File: src/hdl/gap_framed_bus_receiver_macros.svh
// ---------------------------------------------------------------------------
// Assertion macros for the gap-framed bus receiver
// ---------------------------------------------------------------------------
`ifndef GAP_FRAMED_BUS_RECEIVER_MACROS_SVH
`define GAP_FRAMED_BUS_RECEIVER_MACROS_SVH

// Consequent checked in the same cycle as the antecedent.
`define GFBR_ASSERT_SAME(label, clk, rstn, ante, cons, msg) \
    label: assert property (@(posedge clk) disable iff (!(rstn)) (ante) |-> (cons)) \
        else $error(msg);

// Consequent checked in the cycle after the antecedent.
`define GFBR_ASSERT_NEXT(label, clk, rstn, ante, cons, msg) \
    label: assert property (@(posedge clk) disable iff (!(rstn)) (ante) |=> (cons)) \
        else $error(msg);

`endif

File: src/hdl/gfbr_pkg.sv
// ---------------------------------------------------------------------------
// gfbr_pkg
// Types, event codes and the CRC-16 step used by the receiver.
// ---------------------------------------------------------------------------
package gfbr_pkg;

    localparam int CFG_INDEX_W = 2;
    localparam int CFG_DATA_W  = 20;

    localparam logic [CFG_INDEX_W-1:0] CFG_FRAME_TIMEOUT = 2'd0;
    localparam logic [CFG_INDEX_W-1:0] CFG_OWN_ADDRESS   = 2'd1;

    localparam logic [19:0] TIMEOUT_RESET = 20'd280;

    localparam logic [2:0] EV_BUSY     = 3'd0;
    localparam logic [2:0] EV_PAYLOAD  = 3'd1;
    localparam logic [2:0] EV_EMPTY    = 3'd2;
    localparam logic [2:0] EV_OTHER    = 3'd3;
    localparam logic [2:0] EV_CRC_ERR  = 3'd4;
    localparam logic [2:0] EV_LEN_ERR  = 3'd5;
    localparam logic [2:0] EV_STRAY    = 3'd6;
    localparam logic [2:0] EV_GAP_CUT  = 3'd7;

    localparam logic [15:0] CRC_INIT = 16'hFFFF;
    localparam logic [15:0] CRC_POLY = 16'hA001;
    localparam logic [15:0] TALLY_MAX = 16'hFFFF;

    typedef struct packed {
        logic [7:0]  rx_byte;
        logic [31:0] time_us;
    } gfbr_in_t;

    typedef struct packed {
        logic [2:0]  event_res;
        logic [7:0]  payload_byte;
        logic [5:0]  payload_index;
        logic        last;
        logic [15:0] error_count;
    } gfbr_out_t;

    // Modbus CRC-16, one byte, LSB first
    function automatic logic [15:0] crc16_byte(logic [15:0] crc_in, logic [7:0] data_byte);
        logic [15:0] c;
        c = crc_in ^ {8'h00, data_byte};
        for (int i = 0; i < 8; i++) begin
            c = c[0] ? ((c >> 1) ^ CRC_POLY) : (c >> 1);
        end
        return c;
    endfunction

endpackage

File: src/hdl/gfbr_payload_buf.sv
// ---------------------------------------------------------------------------
// gfbr_payload_buf
// Payload byte store: one write port, one read port, registered read data.
// ---------------------------------------------------------------------------
module gfbr_payload_buf #(
    parameter int DEPTH = 32,
    parameter int AW    = 5
) (
    input  logic          aclk,
    input  logic          wr_en,
    input  logic [AW-1:0] wr_addr,
    input  logic [7:0]    wr_byte,
    input  logic [AW-1:0] rd_addr,
    output logic [7:0]    rd_byte
);

    logic [7:0] payload_mem [DEPTH];
    logic [7:0] rd_byte_reg;

    always_ff @(posedge aclk) begin
        if (wr_en && ({1'b0, wr_addr} < (AW+1)'(DEPTH))) begin
            payload_mem[wr_addr] <= wr_byte;
        end
    end

    always_ff @(posedge aclk) begin
        if ({1'b0, rd_addr} < (AW+1)'(DEPTH)) begin
            rd_byte_reg <= payload_mem[rd_addr];
        end
    end

    assign rd_byte = rd_byte_reg;

endmodule

File: src/hdl/gap_framed_bus_receiver.sv
// ---------------------------------------------------------------------------
// gap_framed_bus_receiver
// Gap-framed serial bus receiver with CRC-16 check, error tally and
// delivery of payload bytes from an on-chip buffer.
// ---------------------------------------------------------------------------
//  channel | ports                          | carries
//  --------+--------------------------------+-------------------------------
//  input   | s_valid s_ready s_data         | received byte and timestamp
//  result  | m_valid m_ready m_data         | event, payload byte, tally
//  config  | cfg_valid cfg_ready cfg_index  | register writes
//          | cfg_data                       |
//
// Most bytes give one result. A byte cut off by a gap gives two results.
// The CRC high byte of a delivered frame gives one result per payload
// byte: the payload buffer is read one entry per cycle unless m_ready stalls.
// Reset is synchronous; the payload buffer is not cleared, as only entries
// written in the current frame are read. A stalled result holds the input
// channel; register writes are always taken.
// ---------------------------------------------------------------------------
`include "gap_framed_bus_receiver_macros.svh"

module gap_framed_bus_receiver #(
    parameter int PAYLOAD_MAX = 32
) (
    input  logic                                aclk,
    input  logic                                aresetn,
    input  logic                                s_valid,
    output logic                                s_ready,
    input  gfbr_pkg::gfbr_in_t                  s_data,
    output logic                                m_valid,
    input  logic                                m_ready,
    output gfbr_pkg::gfbr_out_t                 m_data,
    input  logic                                cfg_valid,
    output logic                                cfg_ready,
    input  logic [gfbr_pkg::CFG_INDEX_W-1:0]    cfg_index,
    input  logic [gfbr_pkg::CFG_DATA_W-1:0]     cfg_data
);
    import gfbr_pkg::*;

    localparam int AW = (PAYLOAD_MAX > 1) ? $clog2(PAYLOAD_MAX) : 1;
    localparam logic [7:0] PMAX_B = 8'(PAYLOAD_MAX);
    localparam logic [6:0] PMAX_L = 7'(PAYLOAD_MAX);

    typedef enum logic [6:0] {
        PH_IDLE = 7'b0000001,
        PH_ADDR = 7'b0000010,
        PH_LEN  = 7'b0000100,
        PH_DATA = 7'b0001000,
        PH_CRCL = 7'b0010000,
        PH_CRCH = 7'b0100000,
        PH_SKIP = 7'b1000000
    } phase_t;

    typedef enum logic [2:0] {
        ST_IN     = 3'b001,
        ST_SECOND = 3'b010,
        ST_DRAIN  = 3'b100
    } ctl_t;

    ctl_t        ctl_reg, ctl_next;
    phase_t      phase_reg, phase_next;
    logic [31:0] last_time_reg, last_time_next;
    logic [7:0]  frame_addr_reg, frame_addr_next;
    logic [6:0]  frame_len_reg, frame_len_next;
    logic [6:0]  position_reg, position_next;
    logic [7:0]  crc_low_reg, crc_low_next;
    logic [15:0] crc_reg, crc_next;
    logic [15:0] tally_reg, tally_next;
    logic [6:0]  good_cnt_reg, good_cnt_next;
    logic [6:0]  drain_idx_reg, drain_idx_next;
    logic [19:0] timeout_reg;
    logic [7:0]  own_addr_reg;
    logic        m_valid_reg, m_valid_next;
    gfbr_out_t   m_data_reg, m_data_next;

    logic        out_free;
    logic        out_load;
    logic        buf_wr_en;
    logic [7:0]  buf_rd_byte;

    // per-byte decode
    logic [31:0] gap;
    logic        gap_hit;
    logic        cut;
    logic        err_inc;
    logic        err_dec;
    logic        start_drain;
    phase_t      eff_phase;
    logic [15:0] crc_fed;
    logic [6:0]  pos_inc;
    logic [2:0]  ev;
    logic        drain_last;

    assign out_free  = !m_valid_reg || m_ready;
    assign s_ready   = (ctl_reg == ST_IN) && out_free;
    assign cfg_ready = 1'b1;
    assign m_valid   = m_valid_reg;
    assign m_data    = m_data_reg;

    assign gap        = s_data.time_us - last_time_reg;
    assign gap_hit    = gap > {12'd0, timeout_reg};
    assign cut        = gap_hit && (phase_reg != PH_IDLE) && (phase_reg != PH_SKIP);
    assign crc_fed    = crc16_byte(gap_hit ? CRC_INIT : crc_reg, s_data.rx_byte);
    assign pos_inc    = position_reg + 7'd1;
    assign drain_last = (drain_idx_reg + 7'd1) == frame_len_reg;

    always_comb begin
        ctl_next        = ctl_reg;
        phase_next      = phase_reg;
        last_time_next  = last_time_reg;
        frame_addr_next = frame_addr_reg;
        frame_len_next  = frame_len_reg;
        position_next   = position_reg;
        crc_low_next    = crc_low_reg;
        crc_next        = crc_reg;
        tally_next      = tally_reg;
        good_cnt_next   = good_cnt_reg;
        drain_idx_next  = drain_idx_reg;
        out_load        = 1'b0;
        m_data_next     = m_data_reg;
        buf_wr_en       = 1'b0;
        err_inc         = 1'b0;
        err_dec         = 1'b0;
        start_drain     = 1'b0;
        ev              = EV_BUSY;
        eff_phase       = phase_reg;

        case (ctl_reg)
            ST_IN: begin
                if (s_valid && s_ready) begin
                    last_time_next = s_data.time_us;
                    if (gap_hit) begin
                        eff_phase = PH_ADDR;
                    end else if (phase_reg == PH_IDLE) begin
                        eff_phase = PH_SKIP;
                        err_inc   = 1'b1;
                    end
                    if (cut) begin
                        err_inc = 1'b1;
                    end

                    case (eff_phase)
                        PH_ADDR: begin
                            frame_addr_next = s_data.rx_byte;
                            crc_next        = crc_fed;
                            phase_next      = PH_LEN;
                        end
                        PH_LEN: begin
                            if (s_data.rx_byte > PMAX_B) begin
                                err_inc    = 1'b1;
                                phase_next = PH_SKIP;
                                ev         = EV_LEN_ERR;
                            end else begin
                                frame_len_next = s_data.rx_byte[6:0];
                                crc_next       = crc_fed;
                                position_next  = 7'd0;
                                phase_next     = (s_data.rx_byte == 8'd0) ? PH_CRCL : PH_DATA;
                            end
                        end
                        PH_DATA: begin
                            buf_wr_en     = position_reg < PMAX_L;
                            crc_next      = crc_fed;
                            position_next = pos_inc;
                            if (pos_inc >= frame_len_reg) begin
                                phase_next = PH_CRCL;
                            end
                        end
                        PH_CRCL: begin
                            crc_low_next = s_data.rx_byte;
                            phase_next   = PH_CRCH;
                        end
                        PH_CRCH: begin
                            phase_next = PH_IDLE;
                            if ({s_data.rx_byte, crc_low_reg} == crc_reg) begin
                                good_cnt_next = good_cnt_reg + 7'd1;
                                // every 128th good frame forgives one error
                                err_dec = (good_cnt_next == 7'd0) && (tally_reg != 16'd0);
                                if (frame_addr_reg == own_addr_reg) begin
                                    if (frame_len_reg == 7'd0) begin
                                        ev = EV_EMPTY;
                                    end else begin
                                        start_drain = 1'b1;
                                    end
                                end else begin
                                    ev = EV_OTHER;
                                end
                            end else begin
                                err_inc = 1'b1;
                                ev      = EV_CRC_ERR;
                            end
                        end
                        default: begin
                            phase_next = PH_SKIP;
                            ev         = EV_STRAY;
                        end
                    endcase

                    if (err_inc && (tally_reg != TALLY_MAX)) begin
                        tally_next = tally_reg + 16'd1;
                    end else if (err_dec) begin
                        tally_next = tally_reg - 16'd1;
                    end

                    if (cut) begin
                        out_load    = 1'b1;
                        m_data_next = '{EV_GAP_CUT, 8'd0, 6'd0, 1'b0, tally_next};
                        ctl_next    = ST_SECOND;
                    end else if (start_drain) begin
                        drain_idx_next = 7'd0;
                        ctl_next       = ST_DRAIN;
                    end else begin
                        out_load    = 1'b1;
                        m_data_next = '{ev, 8'd0, 6'd0, 1'b1, tally_next};
                    end
                end
            end
            ST_SECOND: begin
                // byte after a cut is the address of the new frame
                if (out_free) begin
                    out_load    = 1'b1;
                    m_data_next = '{EV_BUSY, 8'd0, 6'd0, 1'b1, tally_reg};
                    ctl_next    = ST_IN;
                end
            end
            ST_DRAIN: begin
                if (out_free) begin
                    out_load       = 1'b1;
                    m_data_next    = '{EV_PAYLOAD, buf_rd_byte, drain_idx_reg[5:0],
                                       drain_last, tally_reg};
                    drain_idx_next = drain_idx_reg + 7'd1;
                    if (drain_last) begin
                        ctl_next = ST_IN;
                    end
                end
            end
            default: begin
                ctl_next = ST_IN;
            end
        endcase

        if (out_load) begin
            m_valid_next = 1'b1;
        end else if (m_ready) begin
            m_valid_next = 1'b0;
        end else begin
            m_valid_next = m_valid_reg;
        end
    end

    // Buffer writes happen only in the data phase; the read port is always enabled,
    // but its data are used only while draining, when no write can happen.
    gfbr_payload_buf #(
        .DEPTH (PAYLOAD_MAX),
        .AW    (AW)
    ) u_payload_buf (
        .aclk    (aclk),
        .wr_en   (buf_wr_en),
        .wr_addr (position_reg[AW-1:0]),
        .wr_byte (s_data.rx_byte),
        .rd_addr (drain_idx_next[AW-1:0]),
        .rd_byte (buf_rd_byte)
    );

    always_ff @(posedge aclk) begin
        if (!aresetn) begin
            ctl_reg        <= ST_IN;
            phase_reg      <= PH_IDLE;
            last_time_reg  <= 32'd0;
            frame_addr_reg <= 8'd0;
            frame_len_reg  <= 7'd0;
            position_reg   <= 7'd0;
            crc_low_reg    <= 8'd0;
            crc_reg        <= CRC_INIT;
            tally_reg      <= 16'd0;
            good_cnt_reg   <= 7'd0;
            drain_idx_reg  <= 7'd0;
            m_valid_reg    <= 1'b0;
        end else begin
            ctl_reg        <= ctl_next;
            phase_reg      <= phase_next;
            last_time_reg  <= last_time_next;
            frame_addr_reg <= frame_addr_next;
            frame_len_reg  <= frame_len_next;
            position_reg   <= position_next;
            crc_low_reg    <= crc_low_next;
            crc_reg        <= crc_next;
            tally_reg      <= tally_next;
            good_cnt_reg   <= good_cnt_next;
            drain_idx_reg  <= drain_idx_next;
            m_valid_reg    <= m_valid_next;
        end
    end

    always_ff @(posedge aclk) begin
        m_data_reg <= m_data_next;
    end

    always_ff @(posedge aclk) begin
        if (!aresetn) begin
            timeout_reg  <= TIMEOUT_RESET;
            own_addr_reg <= 8'd0;
        end else if (cfg_valid && cfg_ready) begin
            case (cfg_index)
                CFG_FRAME_TIMEOUT: timeout_reg  <= cfg_data[19:0];
                CFG_OWN_ADDRESS:   own_addr_reg <= cfg_data[7:0];
                default: ;
            endcase
        end
    end

    `GFBR_ASSERT_SAME(a_drain_in_range, aclk, aresetn, ctl_reg == ST_DRAIN,
        drain_idx_reg < frame_len_reg, "drain index past frame length")
    `GFBR_ASSERT_SAME(a_data_pos, aclk, aresetn, phase_reg == PH_DATA,
        (frame_len_reg != 7'd0) && (position_reg < frame_len_reg) && (frame_len_reg <= PMAX_L),
        "data phase position out of range")
    `GFBR_ASSERT_NEXT(a_cut_follow, aclk, aresetn,
        m_valid && m_ready && (m_data.event_res == EV_GAP_CUT),
        m_valid && (m_data.event_res == EV_BUSY) && m_data.last,
        "gap cut not followed by address result")
    `GFBR_ASSERT_SAME(a_payload_idx, aclk, aresetn, m_valid && (m_data.event_res == EV_PAYLOAD),
        {1'b0, m_data.payload_index} < PMAX_L, "payload index beyond buffer")

endmodule
File: config.mk
export PLATFORM = sky130hd
export DESIGN_NAME = gap_framed_bus_receiver
export DESIGN_NICKNAME = d
export VERILOG_FILES = /design/src/hdl/gfbr_pkg.sv /design/src/hdl/gfbr_payload_buf.sv /design/src/hdl/gap_framed_bus_receiver.sv
export VERILOG_INCLUDE_DIRS = /design/src /design/src/hdl
export SDC_FILE = /design/constraint.sdc
export NUM_CORES = 1
export LEC_CHECK = 0
export BUFFER_PORTS_ARGS = -buffer_cell sky130_fd_sc_hd__buf_2
export CAP_MARGIN = 20
export CORE_MARGIN = 2
export CORE_UTILIZATION = 60
export DETAILED_ROUTE_END_ITERATION = 7
export PLACE_DENSITY = 0.84
export SETUP_SLACK_MARGIN = 0.1
export SYNTH_ARGS = -nofsm -noshare
export SYNTH_HDL_FRONTEND = slang
export SYNTH_HIERARCHICAL = 1
export SYNTH_SLANG_ARGS = --single-unit
File: constraint.sdc
create_clock -name aclk -period 11.5 [get_ports aclk]
set_input_delay 0 -clock aclk [delete_from_list [all_inputs] [get_ports aclk]]
set_output_delay 0 -clock aclk [all_outputs]
set_load 0.05 [all_outputs]
* After elaboration in Yosys (flattened, before gate mapping) *
Memories as Yosys holds them, arrays and structs flattened. A register that Yosys moved wholly into a read port is not among the register bits.
Index checks and enable logic that the tools add are counted.

storage, ports and cells
  memories kept = 1
  RAM bits = 256
  word-level logic and storage cells = 177
  register bits = 181

operators by class
  magnitude comparators = 4
  bitwise logic cells = 10
  muxes and demuxes = 76
  equality and inequality tests = 26
  $add $sub $neg = 6
  reduce and logical (&&, ||, !) cells = 34

memory list
  name                       words  width  rd ports  clocked after memory_dff  write ports  line                    source
  u_payload_buf.payload_mem  32     8      1         1                         1            gfbr_payload_buf.sv:17  logic [7:0] payload_mem [DEPTH];

operator list
  operator               number
  $mux 16                12
  $mux 34                5
  $pmux 34 s3            1
  $mux 7                 11
  $pmux 7 s5             1
  $gt 32x20->1           1
  $pmux 16 s2            1
  $sub 32x32->32         1
  $mux 1                 28
  $pmux 7 s2             2
  $mux 3                 9
  $not 2->3              8
  $add 7x1->7 const B    3
  $pmux 3 s3             2
  $add 16x1->16 const B  1
  $eq 16x16->1           1
  $ne 16x16->1 const B   1
  $reduce_and 4->1       4
  $reduce_bool 16->1     1
  $sub 16x1->16 const B  1
  $xor 16x8->16          1
  $reduce_and 5->1       3
  $logic_not 7->1        2
  $ne 2x2->1 const B     6
  other kinds (35)       50

* Logic depth before layout (Yosys ltp) *
  depth after elaboration = 22
  depth in mapped cells = 30
  depth with buffers taken out = 27

* By module *
The synthesis kept the hierarchy.

by module, submodules not included
  module                   cells each  area each (um^2)  times used
  gap_framed_bus_receiver  1,498       12,036.5          1
  gfbr_payload_buf         417         10,053.4          1

* Worst setup path after synthesis *
No wires, ideal clock.

  path type = reg2reg
  from = register last_time_reg[2]
  to = register u_payload_buf.rd_byte_reg[0] (netlist: u_payload_buf/rd_byte[0]), read port of u_payload_buf.payload_mem
  clock period less this slack = 6.658 ns
  setup time = 0.121 ns
  cell stages (with the launch flop) = 30
  data required time = 11.379 ns
  buffers on the path = 3
  path slack = 4.842 ns
  arrival = 6.537 ns
  path through = dfxtp_1 -> inv_1 -> ha_1 -> a21oi_1 -> a211oi_1 -> nor2_1 -> o21ai_0 -> and2_1 -> o21ai_0 -> nand2b_1 -> a21o_1 -> a21o_1 -> a21oi_1 -> xnor2_1 -> ha_1 -> a21oi_1 -> o21ai_0 -> or4b_2 -> o31ai_1 -> o2111ai_1 -> nor3_4 -> buf_6 -> nand3_1 -> o31a_1 -> mux2_2 -> buf_6 -> buf_4 -> mux4_2 -> mux4_2 -> mux2_2

between the ends
  longest elaborated chain between the ends = 13
  elaborated cells on any way between the ends = 15
  classes of those cells = add/sub (1); order compare (1); eq/ne (1); mux (10); reduce/logical (2)

RTL lines
  element                      line                            source
  from (decl)                  gap_framed_bus_receiver.sv:62   logic [31:0] last_time_reg, last_time_next;
  from (signal assigned)       gap_framed_bus_receiver.sv:281  last_time_reg <= last_time_next;
  $sub 32x32->32 (*)           gap_framed_bus_receiver.sv:100  assign gap = s_data.time_us - last_time_reg;
  $gt 32x20->1 (*)             gap_framed_bus_receiver.sv:101  assign gap_hit = gap > {12'd0, timeout_reg};
  $mux 7                       gap_framed_bus_receiver.sv:132  if (gap_hit) begin
  $mux 7                       gap_framed_bus_receiver.sv:130  if (s_valid && s_ready) begin
  $mux 7                       gap_framed_bus_receiver.sv:128  case (ctl_reg)
  $eq 7x6->1                   gap_framed_bus_receiver.sv:142  case (eff_phase)
  $mux 1                       gap_framed_bus_receiver.sv:142
  $mux 1                       gap_framed_bus_receiver.sv:130
  $mux 1                       gap_framed_bus_receiver.sv:128
  $mux 7                       gap_framed_bus_receiver.sv:208  end else if (start_drain) begin
  $mux 7 (*)                   gap_framed_bus_receiver.sv:204  if (cut) begin
  $mux 7 (*)                   gap_framed_bus_receiver.sv:130
  $pmux 7 s2 (*)               gap_framed_bus_receiver.sv:128
  named net drain_idx_next[0]  gap_framed_bus_receiver.sv:70   logic [6:0] drain_idx_reg, drain_idx_next;
  to (decl)                    gfbr_payload_buf.sv:18          logic [7:0] rd_byte_reg;

The timed path passes the listed nets; every way through them passes the cells marked *. The select of a mux whose other input is x is not followed.
A chain may end at the register's enable or synchronous reset.

* Worst setup path after layout *
  from = register last_time_reg[6]
  to = memory u_payload_buf.payload_mem[19][1] (enable)

between the ends
  longest elaborated chain between the ends = 11

RTL lines
  element                       line                            source
  $sub 32x32->32                gap_framed_bus_receiver.sv:100
  $gt 32x20->1                  gap_framed_bus_receiver.sv:101
  $mux 7                        gap_framed_bus_receiver.sv:132
  $mux 7                        gap_framed_bus_receiver.sv:130
  $mux 7                        gap_framed_bus_receiver.sv:128
  $eq 7x4->1                    gap_framed_bus_receiver.sv:142
  $mux 1                        gap_framed_bus_receiver.sv:142
  $mux 1                        gap_framed_bus_receiver.sv:130
  $mux 1                        gap_framed_bus_receiver.sv:128
  named net buf_wr_en           gap_framed_bus_receiver.sv:78   logic buf_wr_en;
  $mux 1                        gfbr_payload_buf.sv:21          if (wr_en && ({1'b0, wr_addr} < (AW+1)'(DEPTH))) begin
  $mux 1 (implied by the code)  gfbr_payload_buf.sv:22          payload_mem[wr_addr] <= wr_byte;
  to (decl)                     gfbr_payload_buf.sv:17

The timed path passes the listed nets, and every way through them passes these cells. The select of a mux whose other input is x is not followed.

==> reports/qor.yml <==
status:
  status: "complete, no violations"
drt:
  drc_errors: 0
  post_drt_wl_per_cell_um: 22.3
  via_count: 16300
  antenna_left: 0
  routed_wl_mm: 56.9
  routed_via_density: 6.39
  firstDrtPassIters: 5
  drt_iter0_drc: 1418
grt:
  grt_util_met2_pct: 49.4
  grt_pass1_vias: 15800
  grt_overflow_total: 0
  grt_pass1_wl_mm: 88.8
  grtUsageTotal_pct: 29.8
  grt_max_degree: 106
  antenna_found_initial: 1
  use_met3_pct: 6.10
  busiest_layer: "met2"
  met1_usage_pct: 39.3
yosys:
  synth_compound_area_share_pct: 9.95
  syn_area_um2: 22100
  ys_types: 100
  yosys.area.top_type: "edfxtp_1"
  async_flop_share_pct: 0
  yosysWarnings: 6
  seq_area_frac_synth_pct: 53.4
  synthCells: 1915
  synth_top_cell_area_share_pct: 39.4
  post_synth_xor_area_fraction_pct: 4.44
  synth_ff_type: "edfxtp_1"
  synth_seq_cells: 444
  synth-simple-area-share_pct: 14.6
  synth_edf_count: 290
  synth_mux_area_share_pct: 10.4
  synth_top_family_by_area: "simple AND/OR/NAND/NOR gates"
  avgSynthCellArea_um2: 11.5
  syn_nets: 2047
  synth_area_leaders: "edfxtp_1 39%, dfxtp_1 14%, mux4_2 8.2%, nand2_1 3.9%, ha_1 3.6%"
  synth_fa_ha_area_share_pct: 3.72
floorplan:
  fp.dieW_um: 196
  start_util_pct: 60.6
  rows: 70
  io_pins: 104
  die_h_um: 196
  die_area_um2: 38400
  core_um2: 36400
clock_tree:
  clkTransAtPathRegs_ns: 0.06
  cts_setup_buffers: 0
  cts-root-buf: "clkbuf_16"
  post_cts_resized: 0
  clkLatencyLatePin_ns: 0.61
  htree_levels: 2
  clock_path_buffers: 3
  cts_sinks: 444
  cts_buffers: 46
  hold_buffers: 74
  cts_tree: "yes"
run:
  max_cap_viol_count: 0
min_path:
  hold_end: "u_payload_buf/payload_mem[21][3]$_DFFE_PP_"
  hold_class: "primary input to register"
  holdPathStages: 2
  min_from: "s_data[35]"
final_layout:
  area_growth_pct: 14.0
  fin_nets: 2182
  final_cell_area_um2: 25200
  n_fill_cell: 2423
  largest_reg_flops: 256
  drive_gt1_share_pct: 16.1
  antenna_cells: 0
critical_path:
  crit_fanout: 14
  start_kind: "register"
  critPathArrivalTime_ns: 8.68
  cpMaxStageDelayCell: "nor2_1"
  r2r_cells: 25
  max_stage_delay_ns: 1.00
  r2r_end: "u_payload_buf/payload_mem[19][1]$_DFFE_PP_"
  worstSetupPathType: "register to register"
  cp_common_cell: "o21ai_0"
  required_ns: 11.70
  rr_startpoint: "last_time_reg[6]$_SDFFE_PN0P_"
  r2r_slack_ns: 3.03
  end_kind: "register"
sta:
  fin_crit_ns: 8.47
  fmax_ghz: 0.118
  totalNegativeSetupSlack_ns: 0
  clock_skew_ns: 0.0228
  maxSlewHeadroom_pct: 21.7
  finalHoldViolCount: 0
  slew_viol_final: 0
  tightestPinTransition_ns: 1.17
  rsz0062_at_grt: "false"
  period_share_pct: 73.7
  setup_viol: 0
  hold_slack_ns: 0.00298
power_and_ir_drop:
  power_leakage_nw: 8.83
  switching_share_pct: 28.3
  seqPwrFrac_pct: 45.9
  p_switching_mw: 1.10
  ir_drop_mv: 0.122
  p_per_area_nw_per_um2: 155
  p_comb_share_pct: 16.5
  p_clk_share_pct: 37.5
  p_int_mw: 2.79
placed_design:
  dp_hpwl_mm: 35.1
  gp_congestion: 0.936
  io_buffers: 102
  place_area_um2: 22900
worst max-delay path, delay by kind of cell, from the launching register on:
| kind | cells | cell delay, ns |
|---|---|---|
| and+or+nand+nor | 10 | 4.73 |
| AOI/OAI and AO/OA | 11 | 2.18 |
| adders and majority gates | 2 | 0.63 |
| DFF | 1 | 0.33 |
| xor gates and xnor gates | 1 | 0.15 |
| buffers and inverters | 1 | 0.05 |
synthesized netlist by cell type, drive strengths merged, types with 19 or more instances:
library cell,instances
mux4,80
nand2,232
nor3,49
inv,70
a21oi,135
xor2,38
a21o,19
o211ai,24
nand4,21
dfxtp,154
nand3,51
clkbuf,76
nor2,123
or3,26
ha,64
buf,37
edfxtp,290
o21ai,59
xnor2,74
mux2i,38
and2,28
how the worst max path moves through the flow:
stage,from,end,slack [ns],depth (start not counted)
2_1_floorplan,last_time_reg[2]$_SDFFE_PN0P_,u_payload_buf/rd_byte[0]$_DFF_P_,4.84,29
3_3_place_gp,last_time_reg[2]$_SDFFE_PN0P_,u_payload_buf/rd_byte[0]$_DFF_P_,3.59,27
3_5_place_dp,last_time_reg[6]$_SDFFE_PN0P_,u_payload_buf/rd_byte[6]$_DFF_P_,3.25,27
4_1_cts,last_time_reg[6]$_SDFFE_PN0P_,u_payload_buf/rd_byte[6]$_DFF_P_,3.16,27
5_1_grt,last_time_reg[2]$_SDFFE_PN0P_,u_payload_buf/rd_byte[6]$_DFF_P_,2.54,28
6_report,last_time_reg[6]$_SDFFE_PN0P_,u_payload_buf/payload_mem[19][1]$_DFFE_PP_,3.03,25
layer usage:
layer  share of wire [%]  wire length, um
met3                 8.6             4870
met1                  39            22300
met5               0.014                8
met4                 3.4             1910
met2                  49            27900
cells in the final DEF, fill, tap and decap left out, types with 6 or more instances in the layout:
cell / instances
ha_1: 64
edfxtp_1: 290
a21oi_1: 132
nand4_1: 18
a31oi_1: 13
xor2_1: 38
dfxtp_1: 154
nor2_1: 122
clkbuf_16: 46
nor2b_1: 14
mux4_2: 80
dlygate4sd3_1: 74
or4_1: 6
nand2_1: 231
or2_2: 8
clkbuf_1: 10
buf_2: 102
and3_1: 14
nor3_1: 47
inv_1: 68
nand2b_1: 16
clkinv_1: 7
buf_4: 20
o211ai_1: 23
xnor2_1: 74
clkinv_2: 9
nor4_1: 15
and2_1: 27
nand3b_1: 11
or3_1: 24
mux2_2: 9
a211oi_1: 8
o221ai_1: 10
a21o_1: 19
o21ai_0: 52
mux2i_1: 38
nand3_1: 49
clkinvlp_4: 6
kinds of logic after synthesis:
logic type               after synthesis
AND/OR/NAND/NOR                      644
flip-flops                           444
AO/OA/AOI/OAI                        338
buffers and inverters                183
multiplexers                         128
XOR/XNOR                             112
adder cells (fa/ha/maj)               65
other                                  1
final cells by class:
| type | count | area (um2) | share of cell area, % |
|---|---|---|---|
| well taps | 468 | 586 | 2.32 |
| clock inverters | 29 | 272 | 1.08 |
| clock buffers | 57 | 1200 | 4.77 |
| flip-flops and latches | 444 | 11800 | 46.8 |
| multi-input cells | 1288 | 9580 | 38.0 |
| inverters | 70 | 264 | 1.05 |
| repair buffers | 200 | 1500 | 5.95 |
power groups by stage:
| stage | Combinational [mW] | Sequential (mW) | Clock [mW] |
|---|---|---|---|
| finish | 0.645 | 1.79 | 1.46 |
| global route | 0.695 | 1.80 | 1.54 |
| CTS | 0.621 | 1.79 | 1.48 |
| detailed placement | 0.598 | 1.82 | 0 |
| global placement | 0.581 | 1.82 | 0 |
| floorplan | 0.353 | 1.91 | 0 |
metrics by stage:
step | instances | power (mW) | setup WS [ns] | util (%)
floorplan | 1915 | 2.27 | 4.84 | -
global placement | 2391 | 2.40 | 3.59 | 62.8
detailed placement | 2391 | 2.42 | 3.25 | 62.8
CTS | 2551 | 3.89 | 3.16 | 68.9
global route | 2556 | 4.03 | 2.54 | 69.1
finish | 2556 | 3.90 | 3.03 | 69.1
(Power assumes the default switching activity.)
